[src/hdl/slip_frame_codec_defines.svh]
// ---------------------------------------------------------------------------
// SLIP frame codec assertion macros
// Shared property wrappers; clock clk_i and reset rst_ni are assumed in scope.
// ---------------------------------------------------------------------------
`ifndef SLIP_FRAME_CODEC_DEFINES_SVH
`define SLIP_FRAME_CODEC_DEFINES_SVH

// Same-cycle implication, checked out of reset
`define SFC_ASSERT_NOW(lbl, ante, cons, msg) \
  lbl: assert property (@(posedge clk_i) disable iff (!rst_ni) (ante) |-> (cons)) \
    else $error(msg);

// Next-cycle implication, checked out of reset
`define SFC_ASSERT_NEXT(lbl, ante, cons, msg) \
  lbl: assert property (@(posedge clk_i) disable iff (!rst_ni) (ante) |=> (cons)) \
    else $error(msg);

`endif

[src/hdl/sfc_pkg.sv]
// ---------------------------------------------------------------------------
// sfc_pkg
// Codes, action encoding and the job record passed from front to back end.
// ---------------------------------------------------------------------------
`default_nettype none

package sfc_pkg;

  // SLIP special characters
  localparam logic [7:0] CHAR_END     = 8'hC0;
  localparam logic [7:0] CHAR_ESC     = 8'hDB;
  localparam logic [7:0] CHAR_ESC_END = 8'hDC;
  localparam logic [7:0] CHAR_ESC_ESC = 8'hDD;

  // Per-item action
  typedef enum logic [1:0] {
    ACT_RX    = 2'd0,
    ACT_TX    = 2'd1,
    ACT_EMPTY = 2'd2,
    ACT_RSVD  = 2'd3
  } sfc_action_e;

  // One classified item: 1 to 4 result bytes
  typedef struct packed {
    logic            dir;       // 0 receive, 1 transmit
    logic            fend;      // receive frame end
    logic [1:0]      last_idx;  // index of final byte
    logic [3:0][7:0] bytes;
  } sfc_job_t;

  // FIFO status toward the front end and back end
  typedef struct packed {
    logic full;
    logic valid;
  } sfc_fifo_st_t;

endpackage

`default_nettype wire

[src/hdl/sfc_front.sv]
// ---------------------------------------------------------------------------
// sfc_front
// Accepts items, tracks escape and packet state, and builds a job for each item that yields result bytes.
// ---------------------------------------------------------------------------
`default_nettype none

module sfc_front (
  input  logic               clk_i,
  input  logic               rst_ni,
  input  logic               in_valid_i,
  output logic               in_stall_o,
  input  logic [1:0]         action_i,
  input  logic [7:0]         data_byte_i,
  input  logic               last_byte_i,
  input  sfc_pkg::sfc_fifo_st_t fifo_st_i,
  output logic               push_o,
  output sfc_pkg::sfc_job_t  job_o
);
  import sfc_pkg::*;

  logic        esc_q, esc_d;
  logic        inpkt_q, inpkt_d;
  logic        accept;
  logic        has_res;
  sfc_job_t    job;
  sfc_action_e act;

  assign in_stall_o = fifo_st_i.full;
  assign accept     = in_valid_i && !fifo_st_i.full;
  assign act        = sfc_action_e'(action_i);

  // Classify the item and lay out its result bytes
  always_comb begin
    logic [2:0] n;
    n        = '0;
    esc_d    = esc_q;
    inpkt_d  = inpkt_q;
    has_res  = 1'b0;
    job      = '0;
    unique case (act)
      ACT_RX: begin
        job.dir = 1'b0;
        if (esc_q) begin
          esc_d = 1'b0;
          if (data_byte_i == CHAR_ESC_END) begin
            job.bytes[0] = CHAR_END;
            has_res      = 1'b1;
          end else if (data_byte_i == CHAR_ESC_ESC) begin
            job.bytes[0] = CHAR_ESC;
            has_res      = 1'b1;
          end
        end else if (data_byte_i == CHAR_END) begin
          job.fend = 1'b1;
          has_res  = 1'b1;
        end else if (data_byte_i == CHAR_ESC) begin
          esc_d = 1'b1;
        end else begin
          job.bytes[0] = data_byte_i;
          has_res      = 1'b1;
        end
      end
      ACT_TX: begin
        job.dir = 1'b1;
        has_res = 1'b1;
        // opening END for a new packet
        if (!inpkt_q) begin
          job.bytes[0] = CHAR_END;
          n            = 3'd1;
        end
        inpkt_d = 1'b1;
        if (data_byte_i == CHAR_END) begin
          job.bytes[n[1:0]]        = CHAR_ESC;
          job.bytes[2'(n + 3'd1)]  = CHAR_ESC_END;
          n                        = n + 3'd2;
        end else if (data_byte_i == CHAR_ESC) begin
          job.bytes[n[1:0]]        = CHAR_ESC;
          job.bytes[2'(n + 3'd1)]  = CHAR_ESC_ESC;
          n                        = n + 3'd2;
        end else begin
          job.bytes[n[1:0]] = data_byte_i;
          n                 = n + 3'd1;
        end
        // closing END
        if (last_byte_i) begin
          job.bytes[n[1:0]] = CHAR_END;
          n                 = n + 3'd1;
          inpkt_d           = 1'b0;
        end
        job.last_idx = 2'(n - 3'd1);
      end
      ACT_EMPTY: begin
        job.dir      = 1'b1;
        job.bytes[0] = CHAR_END;
        job.bytes[1] = CHAR_END;
        job.last_idx = 2'd1;
        has_res      = 1'b1;
        inpkt_d      = 1'b0;
      end
      ACT_RSVD: begin
        has_res = 1'b0;
      end
      default: begin
        has_res = 1'b0;
      end
    endcase
  end

  assign push_o = accept && has_res;
  assign job_o  = job;

  // Codec state
  always_ff @(posedge clk_i or negedge rst_ni) begin
    if (!rst_ni) begin
      esc_q   <= 1'b0;
      inpkt_q <= 1'b0;
    end else if (accept) begin
      esc_q   <= esc_d;
      inpkt_q <= inpkt_d;
    end
  end

endmodule

`default_nettype wire

[src/hdl/sfc_fifo.sv]
// ---------------------------------------------------------------------------
// sfc_fifo
// Small register queue of jobs between the front and back ends.
// ---------------------------------------------------------------------------
`default_nettype none

module sfc_fifo #(
  parameter int unsigned DEPTH = 2
) (
  input  logic                  clk_i,
  input  logic                  rst_ni,
  input  logic                  push_i,
  input  sfc_pkg::sfc_job_t     job_i,
  input  logic                  pop_i,
  output sfc_pkg::sfc_job_t     job_o,
  output sfc_pkg::sfc_fifo_st_t st_o
);
  import sfc_pkg::*;

  localparam int unsigned PW = $clog2(DEPTH);
  localparam int unsigned CW = $clog2(DEPTH + 1);

  sfc_job_t        mem_q [DEPTH];
  logic [PW-1:0]   wr_ptr_q, rd_ptr_q;
  logic [CW-1:0]   cnt_q;
  logic            do_push, do_pop;

  assign st_o.full  = (cnt_q == CW'(DEPTH));
  assign st_o.valid = (cnt_q != '0);
  assign do_push    = push_i && !st_o.full;
  assign do_pop     = pop_i && st_o.valid;
  assign job_o      = mem_q[rd_ptr_q];

  // Pointers and fill count
  always_ff @(posedge clk_i or negedge rst_ni) begin
    if (!rst_ni) begin
      wr_ptr_q <= '0;
      rd_ptr_q <= '0;
      cnt_q    <= '0;
    end else begin
      if (do_push) begin
        wr_ptr_q <= (wr_ptr_q == PW'(DEPTH - 1)) ? '0 : wr_ptr_q + 1'b1;
      end
      if (do_pop) begin
        rd_ptr_q <= (rd_ptr_q == PW'(DEPTH - 1)) ? '0 : rd_ptr_q + 1'b1;
      end
      if (do_push && !do_pop) begin
        cnt_q <= cnt_q + 1'b1;
      end else if (do_pop && !do_push) begin
        cnt_q <= cnt_q - 1'b1;
      end
    end
  end

  // Storage
  always_ff @(posedge clk_i) begin
    if (do_push) begin
      mem_q[wr_ptr_q] <= job_i;
    end
  end

endmodule

`default_nettype wire

[src/hdl/sfc_back.sv]
// ---------------------------------------------------------------------------
// sfc_back
// Walks each job's bytes into the output register, one beat per cycle while the output is not stalled.
// ---------------------------------------------------------------------------
`default_nettype none

module sfc_back (
  input  logic                  clk_i,
  input  logic                  rst_ni,
  input  sfc_pkg::sfc_fifo_st_t fifo_st_i,
  input  sfc_pkg::sfc_job_t     job_i,
  output logic                  pop_o,
  output logic                  out_valid_o,
  input  logic                  out_stall_i,
  output logic                  direction_o,
  output logic [7:0]            out_byte_o,
  output logic                  frame_end_o,
  output logic                  run_last_o
);
  import sfc_pkg::*;

  sfc_job_t   job_q;
  logic       job_vld_q;
  logic [1:0] idx_q;
  logic       out_vld_q, out_dir_q, out_fend_q, out_last_q;
  logic [7:0] out_byte_q;
  logic       load_ok, adv, last_beat;

  // Output register frees when empty or taken this cycle
  assign load_ok   = !out_vld_q || !out_stall_i;
  assign adv       = job_vld_q && load_ok;
  assign last_beat = (idx_q == job_q.last_idx);
  assign pop_o     = fifo_st_i.valid && (!job_vld_q || (adv && last_beat));

  // Job sequencing
  always_ff @(posedge clk_i or negedge rst_ni) begin
    if (!rst_ni) begin
      job_vld_q <= 1'b0;
      idx_q     <= '0;
    end else if (pop_o) begin
      job_vld_q <= 1'b1;
      idx_q     <= '0;
    end else if (adv) begin
      job_vld_q <= !last_beat;
      idx_q     <= idx_q + 1'b1;
    end
  end

  always_ff @(posedge clk_i) begin
    if (pop_o) begin
      job_q <= job_i;
    end
  end

  // Output beat register
  always_ff @(posedge clk_i or negedge rst_ni) begin
    if (!rst_ni) begin
      out_vld_q <= 1'b0;
    end else if (load_ok) begin
      out_vld_q <= adv;
    end
  end

  always_ff @(posedge clk_i) begin
    if (adv) begin
      out_dir_q  <= job_q.dir;
      out_byte_q <= job_q.bytes[idx_q];
      out_fend_q <= job_q.fend;
      out_last_q <= last_beat;
    end
  end

  assign out_valid_o = out_vld_q;
  assign direction_o = out_dir_q;
  assign out_byte_o  = out_byte_q;
  assign frame_end_o = out_fend_q;
  assign run_last_o  = out_last_q;

endmodule

`default_nettype wire

[src/hdl/slip_frame_codec.sv]
// ---------------------------------------------------------------------------
// slip_frame_codec
// SLIP framing codec: receive decode and transmit encode in one block.
// ---------------------------------------------------------------------------
//
//   channel | direction | handshake             | payload
//   --------+-----------+-----------------------+--------------------------------
//   in      | input     | in_valid_i/in_stall_o | action_i, data_byte_i, last_byte_i
//   out     | output    | out_valid_o/out_stall_i | direction_o, out_byte_o,
//           |           |                       | frame_end_o, run_last_o
//
// An item is taken whenever the job queue has room; the back end then
// drives one output beat per cycle while out_stall_i is low, so an item
// with k result beats (1 to 4) holds the shared output register for k beats.
// The first beat passes through the job queue, the job register and the output register.
// Reset clears the escape and packet state, the queue and the output valid.
// Output stalls back up through the queue to in_stall_o.
// ---------------------------------------------------------------------------
`default_nettype none

`include "slip_frame_codec_defines.svh"

module slip_frame_codec #(
  parameter int unsigned FIFO_DEPTH = 2
) (
  input  logic       clk_i,
  input  logic       rst_ni,
  input  logic       in_valid_i,
  output logic       in_stall_o,
  input  logic [1:0] action_i,
  input  logic [7:0] data_byte_i,
  input  logic       last_byte_i,
  output logic       out_valid_o,
  input  logic       out_stall_i,
  output logic       direction_o,
  output logic [7:0] out_byte_o,
  output logic       frame_end_o,
  output logic       run_last_o
);
  import sfc_pkg::*;

  logic         push, pop;
  sfc_job_t     job_in, job_out;
  sfc_fifo_st_t fifo_st;

  // Front end: accept and classify
  sfc_front u_front (
    .clk_i       (clk_i),
    .rst_ni      (rst_ni),
    .in_valid_i  (in_valid_i),
    .in_stall_o  (in_stall_o),
    .action_i    (action_i),
    .data_byte_i (data_byte_i),
    .last_byte_i (last_byte_i),
    .fifo_st_i   (fifo_st),
    .push_o      (push),
    .job_o       (job_in)
  );

  // Job queue
  sfc_fifo #(
    .DEPTH (FIFO_DEPTH)
  ) u_fifo (
    .clk_i  (clk_i),
    .rst_ni (rst_ni),
    .push_i (push),
    .job_i  (job_in),
    .pop_i  (pop),
    .job_o  (job_out),
    .st_o   (fifo_st)
  );

  // Back end: emit beats
  sfc_back u_back (
    .clk_i       (clk_i),
    .rst_ni      (rst_ni),
    .fifo_st_i   (fifo_st),
    .job_i       (job_out),
    .pop_o       (pop),
    .out_valid_o (out_valid_o),
    .out_stall_i (out_stall_i),
    .direction_o (direction_o),
    .out_byte_o  (out_byte_o),
    .frame_end_o (frame_end_o),
    .run_last_o  (run_last_o)
  );

  // Checks
  `SFC_ASSERT_NOW(a_no_overflow, push, !fifo_st.full, "job pushed into full queue")
  `SFC_ASSERT_NOW(a_fend_shape, out_valid_o && frame_end_o, !direction_o && out_byte_o == 8'h00, "frame end beat malformed")
  `SFC_ASSERT_NOW(a_rx_single, out_valid_o && !direction_o, run_last_o, "receive item gave more than one beat")
  `SFC_ASSERT_NEXT(a_run_cont, out_valid_o && !out_stall_i && !run_last_o, out_valid_o, "gap inside a multi-beat run")

endmodule

`default_nettype wire
[config.mk]
export PLATFORM = sky130hd
export DESIGN_NAME = slip_frame_codec
export DESIGN_NICKNAME = d
export VERILOG_FILES = /design/src/hdl/sfc_pkg.sv /design/src/hdl/sfc_front.sv /design/src/hdl/sfc_fifo.sv /design/src/hdl/sfc_back.sv /design/src/hdl/slip_frame_codec.sv
export VERILOG_INCLUDE_DIRS = /design/src /design/src/hdl
export SDC_FILE = /design/constraint.sdc
export NUM_CORES = 1
export LEC_CHECK = 0
export ABC_CLOCK_PERIOD_IN_PS = 6240
export BUFFER_PORTS_ARGS = -buffer_cell sky130_fd_sc_hd__buf_2
export CAP_MARGIN = 30
export CORE_AREA = 2 2 105 77
export CTS_CLUSTER_SIZE = 8
export DETAILED_ROUTE_END_ITERATION = 8
export DIE_AREA = 0 0 107 79
export PLACE_DENSITY = 0.75
export SYNTH_ARGS = -nofsm -noshare
export SYNTH_HDL_FRONTEND = slang
export SYNTH_SLANG_ARGS = --single-unit
[constraint.sdc]
create_clock -name clk_i -period 6.24 [get_ports clk_i]
set_input_delay 1.248 -clock clk_i [delete_from_list [all_inputs] [get_ports clk_i]]
set_output_delay 1.248 -clock clk_i [all_outputs]
set_load 0.01 [all_outputs]
==> summary.md, run 1 <==
| Metric | Value |
|---|---|
| Status | finished clean |
| Initial Util | 55.6% |
| Final antenna-violating net count | 0 |
| Clock Skew | 11.7 ps |
| Synth async-reset ratio | 10.8% |
| Pwr/cell area | 430 nW/µm² |
| Critical Path Fanout Max | 7 |
| Share of cells above drive strength 1 | 25.5% |
| Final Hold Viols | 0 |
| MaxCap Viol Count | 0 |
| Multiplexer area fraction after synthesis | 9.20% |
| Global route overflow | 0 |
| Post-Synth Adder-Cell Area | 3.59% |
| # port buffers | 27 |
| Min Hold Slack | 425 ps |
| Final #Nets | 352 |
| Vias | 2433 |
| F_max | 264 MHz |
| Clock slew at reported path FFs | 80 ps |
| Synth warnings | 0 |
| First-pass GRT wire length | 12200 µm |
| Post-route minimum period | 3790 ps |
| Layout area overhead | 12.2% |
| WL/cell | 17.2 µm |
| Fin crit share | 60.7% |
| Initial DRT Pass Iterations | 5 |
| Total Neg Setup Slack | 0 ps |
| TritonCTS buffer count | 9 |
| CTS tree | yes |
| Synth cell types | 48 |
| Critical path required time | 6420 ps |
| Slew Viols, Final | 0 |
| Initial antenna violation count | 0 |
| Wire length on met1 | 3710 µm |
| Post-CTS Setup Inserts | 0 |
| RSZ-0062 raised after global routing | no |
| Main synth FF type | edfxtp_1 |
| Final setup viols | 0 |
| RePlAce Congestion | 0.949 |
| Synth Register Bits | 93 |
| CTS max path bufs | 2 |
| Synthesized instance count | 293 |
| Sink Count | 93 |
| Number of global-route vias before repair | 2371 |
| Num ports | 28 |
| Post-Syn Area | 4190 µm² |
| Core area | 7530 µm² |
| Area share of xor/xnor cells in the synthesized design | 1.88% |
| Wire length on met3 | 362 µm |
| Worst slew pin tran | 563 ps |
| Overall die width | 107 µm |
| Die Ht | 79 µm |
| Dpl ws | 2140 ps |
| Resize count post-CTS | 0 |
| Min setup slack post-route | 2450 ps |
| WL met2 | 3270 µm |
| DRC | 0 |
| Largest family of logic cells by synthesized area | simple AND/OR/NAND/NOR gates |
| Static Leakage | 1.74 nW |
| Hold Crit Class | reg -> reg |
| Starting DRC count in detailed routing | 154 |
| Slew headroom | 62.5% |
| Largest net degree at the start of global routing | 29 |
| Register area share after synthesis | 65.5% |
| GRT Overall Usage | 19.5% |
| Syn Nets | 320 |
| CP Capture Type | register |
| Final Cell Area | 4700 µm² |
| Via-per-instance ratio | 5.65 |
| Synth Area in Compound Gates | 7.32% |
| Synth Area in Simple Gates | 10.3% |
| Clk Latency, worst-skew pair | 360 ps |
| # diodes | 0 |
| Uppermost layer routed | met4 |
| CP Launch Type | input port |
| WS Path Type | in -> reg |
| Die ar. | 8450 µm² |
| Post-Syn Area per Cell | 14.3 µm² |
| EDFF count, synth | 83 |
| Max VDD drop | 0.248 mV |
| Detailed placement HPWL | 5190 µm |
| Hold Buf Count CTS | 0 |
| Placed Area | 4450 µm² |
| Tot Pwr | 2.02 mW |
| Num rows | 27 |
| WL final | 7420 µm |
| CP arrival | 3970 ps |
| H-tree depth | 3 |
| Root Driver | clkbuf_8 |
## cell usage after synthesis, types with 5 or more instances
master    instances  area (µm²)
mux2i_1           7        70.1
edfxtp_1         83        2490
nand2_1          18        67.6
nand3_1           6        30.0
o21ai_0           9        45.0
nor3_1            5        25.0
clkbuf_1          5        18.8
ha_1             12         150
a21oi_1          10        50.1
nor2_1           17        63.8
dfrtp_1          10         250
mux2_2           24         270
nand2b_1          7        43.8
inv_1            13        48.8
xor2_1            6        52.6
## logic make-up (layout without fill, tap and decap cells)
group / count (synthesis) / count (layout)
buf+inv: 24 / 61
fa+ha+maj: 12 / 12
flops: 93 / 93
compound gates: 45 / 45
mux: 33 / 33
xor+xnor: 9 / 9
simple gates: 77 / 77
## per-stage QoR
step | instances | util (%)
after global routing | 431 | 62.4
after detailed placement | 415 | 59.1
after global placement | 413 | 58.8
after floorplan | 293 | -
final | 431 | 62.4
after CTS | 431 | 62.4
## report_power, final
part	internal [mW]	switching, mW
logic	0.242	0.286
clock network	0.268	0.204
registers	0.911	0.109
total	1.42	0.599
## per-layer routing
| metal | global-route usage [%] | up-vias |
|---|---|---|
| met2 | 28.3 | 86 |
| met3 | 5.75 | 6 |
| li1 | - | 1154 |
| met4 | 5.97 | 0 |
| met5 | 0 | - |
| met1 | 28.8 | 1187 |
## cells in the final DEF, fill, tap and decap left out, drive strengths merged, types with 4 or more instances in the layout
cell / count
edfxtp: 83
nand2b: 7
xor2: 6
nand2: 18
ha: 12
clkbuf: 9
nor2: 18
nor3: 5
o21ai: 14
dfrtp: 10
inv: 14
nor2b: 4
mux2: 24
a21oi: 11
mux2i: 7
buf: 32
nand3: 6
## state kept, by name, indices dropped and copies added, names as in the netlist, 2 cells and up
name,flops
u_fifo.mem_q,48
u_back.job_q,24
u_back.out_byte_o,8
u_back.idx_q,2
u_fifo.cnt_q,2
## worst max-delay path: stages
cell	delay, ps
buf_2	140
nand4bb_4	310
or2_2	390
inv_1	70
ha_1	250
a21oi_1	250
inv_1	100
ha_1	190
a21boi_0	450
and4b_1	270
o21ai_0	140
o21ai_1	170
## path summary, 6_finish.rpt
path                                   from                  to  slack [ps]  cells after the start
max                          data_byte_i[2]  u_fifo.mem_q[1][4]        2450                     12
min                        u_back.job_q[35]  u_back.direction_o         420                      0
max reg2reg                 u_front.inpkt_q  u_fifo.mem_q[1][4]        3360                      9
min reg2reg                u_back.job_q[35]  u_back.direction_o         420                      0
max in group asynchronous            rst_ni     u_fifo.cnt_q[0]        5280                      1
min in group asynchronous            rst_ni    u_back.job_vld_q         750                      1
## final cells by class
cell class	instances	area, µm²
fill	588	2830
sequential	93	2740
multi-input combinational	176	1360
timing repair buffer	32	180
tap	101	126
clock buffer	9	124
clock inverter	7	123
inverter	13	48.8
Power figures use the tool's default switching activity.
==> inputs of run 2 (changes only) <==
--- a/config.mk
+++ b/config.mk
@@ -6,7 +6,7 @@
 export SDC_FILE = /design/constraint.sdc
 export NUM_CORES = 1
 export LEC_CHECK = 0
-export ABC_CLOCK_PERIOD_IN_PS = 6240
+export ABC_CLOCK_PERIOD_IN_PS = 3600
 export BUFFER_PORTS_ARGS = -buffer_cell sky130_fd_sc_hd__buf_2
 export CAP_MARGIN = 30
 export CORE_AREA = 2 2 105 77
==> constraint.sdc (replaced) <==
create_clock -name clk_i -period 3.6 [get_ports clk_i]
set_input_delay 0.72 -clock clk_i [delete_from_list [all_inputs] [get_ports clk_i]]
set_output_delay 0.72 -clock clk_i [all_outputs]
set_load 0.01 [all_outputs]
==> run 2 against run 1 <==
Worst hold slack lost 200 ps. Via count shrank 0.21%. Clock skew shrank 0.53 ps. Flip-flop and latch count is the same. Setup slack lost 1900 ps. First-iteration DRC count grew 53%. Wire length is essentially flat. Critical path depth is the same. Count of clock-buffer cells in the layout grew 2. Register-to-register slack lost 2600 ps. Cell count grew 0.46%. Final area is essentially flat. Critical endpoint is now u_fifo.mem_q[0][3]. Largest power group unchanged. Highest routed layer unchanged.
==> summary.md, run 2 (same netlist as run 1, synthesis figures left out) <==
| Metric | Value |
|---|---|
| Final setup viols | 0 (unchanged) |
| Initial antenna violation count | 0 (unchanged) |
| Pwr/cell area | 732 nW/µm² (+70%) |
| Resize count post-CTS | 0 (unchanged) |
| Global route overflow | 0 (unchanged) |
| CTS tree | yes |
| Fill cells | 577 (-1.9%) |
| Combinational power share | 27.2% (+1.0 points) |
| Critical Path Fanout Max | 7 (unchanged) |
| Register share of total power | 51.2% (+0.8 points) |
| Root Driver | clkbuf_8 |
| Number of global-route vias before repair | 2362 (-0.38%) |
| Final Cell Area | 4700 µm² (about the same) |
| Post-route minimum period | 3070 ps |
| Initial DRT Pass Iterations | 5 (unchanged) |
| DRC | 0 (unchanged) |
| Commonest non-fill, non-tap cell in the layout | edfxtp_1 |
| Layout area overhead | 12.2% (about the same) |
| CP Capture Type | register |
| First-pass GRT wire length | 12200 µm (+0.17%) |
| Total Neg Setup Slack | 0 ps (unchanged) |
| Wire length on met1 | 3570 µm (-3.9%) |
| Max VDD drop | 0.312 mV (+26%) |
| Hold Crit Class | in -> async |
| TritonCTS buffer count | 9 (unchanged) |
| Slew Viols, Final | 0 (unchanged) |
| Max reg flops | 48 (unchanged) |
| MaxCap Viol Count | 0 (unchanged) |
| Detailed placement HPWL | 5280 µm (+1.6%) |
| Tot Pwr | 3.44 mW (+70%) |
| Slew headroom | 63.1% (+0.59 points) |
| H-tree depth | 3 (unchanged) |
| CP Launch Type | input port |
| Clock Skew | 11.2 ps (-0.535 ps) |
| RSZ-0062 raised after global routing | no |
| Dpl ws | 221 ps (-1920 ps) |
| Num ports | 28 (unchanged) |
| Die ar. | 8450 µm² (unchanged) |
| RePlAce Congestion | 0.956 (+0.76%) |
| Via-per-instance ratio | 5.61 (-0.67%) |
| Commonest non-fill, non-tap cells in the layout | edfxtp_1 (83), buf_2 (27), mux2_2 (24), nand2_1 (18), nor2_1 (15) |
| Critical path required time | 3780 ps (-2640 ps) |
| WL met2 | 3170 µm (-2.9%) |
| Sw Ratio | 30.0% (+0.32 points) |
| Status | finished clean |
| Clk pwr share | 21.6% (-1.8 points) |
| Final antenna-violating net count | 0 (unchanged) |
| Psw | 1.03 mW (+72%) |
| Internal | 2.41 mW (+69%) |
| Final Hold Viols | 0 (unchanged) |
| Clk Latency, worst-skew pair | 360 ps (about the same) |
| Min setup slack post-route | 531 ps (-1920 ps) |
| # port buffers | 27 (unchanged) |
| WS Path Type | in -> reg |
| Worst slew pin tran | 554 ps (-8.82 ps) |
| Static Leakage | 1.73 nW (-0.43%) |
| Clock slew at reported path FFs | 80 ps (about the same) |
| Placed Area | 4480 µm² (+0.62%) |
| WL final | 7420 µm (about the same) |
| Vias | 2428 (-0.21%) |
| Num rows | 27 (unchanged) |
| Overall die width | 107 µm (unchanged) |
| CP arrival | 3250 ps (-720 ps) |
| Hold Buf Count CTS | 0 (unchanged) |
| Largest net degree at the start of global routing | 28 (-3.4%) |
| Core area | 7530 µm² (unchanged) |
| GRT Overall Usage | 19.7% (+0.19 points) |
| Min Hold Slack | 224 ps (-200 ps) |
| Die Ht | 79 µm (unchanged) |
| Uppermost layer routed | met4 |
| Starting DRC count in detailed routing | 235 (+53%) |
| Initial Util | 55.6% (unchanged) |
| WL/cell | 17.1 µm (-0.39%) |
| Post-CTS Setup Inserts | 0 (unchanged) |
| F_max | 326 MHz |
| Wire length on met3 | 596 µm (+65%) |
| R2R Setup Slk | 790 ps (-2570 ps) |
| Fin crit share | 85.2% |
| Sink Count | 93 (unchanged) |
| # diodes | 0 (unchanged) |
| CTS max path bufs | 2 (unchanged) |
| Biggest register | u_fifo.mem_q |
| Share of cells above drive strength 1 | 25.3% (-0.15 points) |
| Final #Nets | 354 (+0.57%) |
==> run 2: cell types whose count changed in the layout (fill, tap and decap cells not counted), sizes merged <==
| cell | delta |
|---|---|
| buf | +2 |
| bufinv | -1 |
| clkbuf | +2 |
| clkinv | -2 |
| clkinvlp | +1 |
==> run 2: worst paths after layout <==
kind                       cells past startpoint                 end        startpoint
min in group clk_i                             0  u_back.direction_o  u_back.job_q[35]
max in group asynchronous                      1     u_fifo.cnt_q[1]            rst_ni
setup / recovery                              12  u_fifo.mem_q[0][3]    data_byte_i[2]
hold reg to reg                                0  u_back.direction_o  u_back.job_q[35]
setup reg to reg                               9  u_fifo.mem_q[0][3]   u_front.inpkt_q
hold / removal                                 1  u_back.out_valid_o            rst_ni
==> run 2: critical path: stages <==
cell and delay (ps):
buf_2 140, nand4bb_4 230, or2_2 340, inv_1 70
ha_1 250, a21oi_1 270, inv_1 100, ha_1 190
a21boi_0 390, nand2_1 180, o21a_1 170, o21ai_1 200
==> run 2: layout make-up <==
type,instances,area [µm²],share of cell area [%]
Clock buffer,11,131,2.80
Clock inverter,5,83.8,1.78
Inverter,13,48.8,1.04
Multi-Input combinational cell,176,1360,28.9
Sequential cell,93,2740,58.4
Tap cell,101,126,2.69
Timing Repair Buffer,34,208,4.42
==> run 2: per-stage QoR <==
step / std cells / utilization, %
global placement: 415 / 59.0
global route: 433 / 62.3
finish: 433 / 62.3
CTS: 433 / 62.3
floorplan: 293 / -
detailed placement: 417 / 59.5
==> run 2: metal layers <==
layer / GRT usage (%) / vias to the layer above
met5: 0 / -
met4: 6.49 / 0
met3: 6.16 / 9
met2: 28.4 / 101
met1: 28.7 / 1158
li1: - / 1160
==> run 2: power groups by stage <==
stage | combinational (mW) | clock, mW | sequential, mW
2_1_floorplan | 0.688 | 0 | 1.72
3_3_place_gp | 0.845 | 0 | 1.81
3_5_place_dp | 0.941 | 0 | 1.79
4_1_cts | 0.947 | 0.755 | 1.76
5_1_grt | 1.04 | 0.800 | 1.80
6_report | 0.937 | 0.742 | 1.76
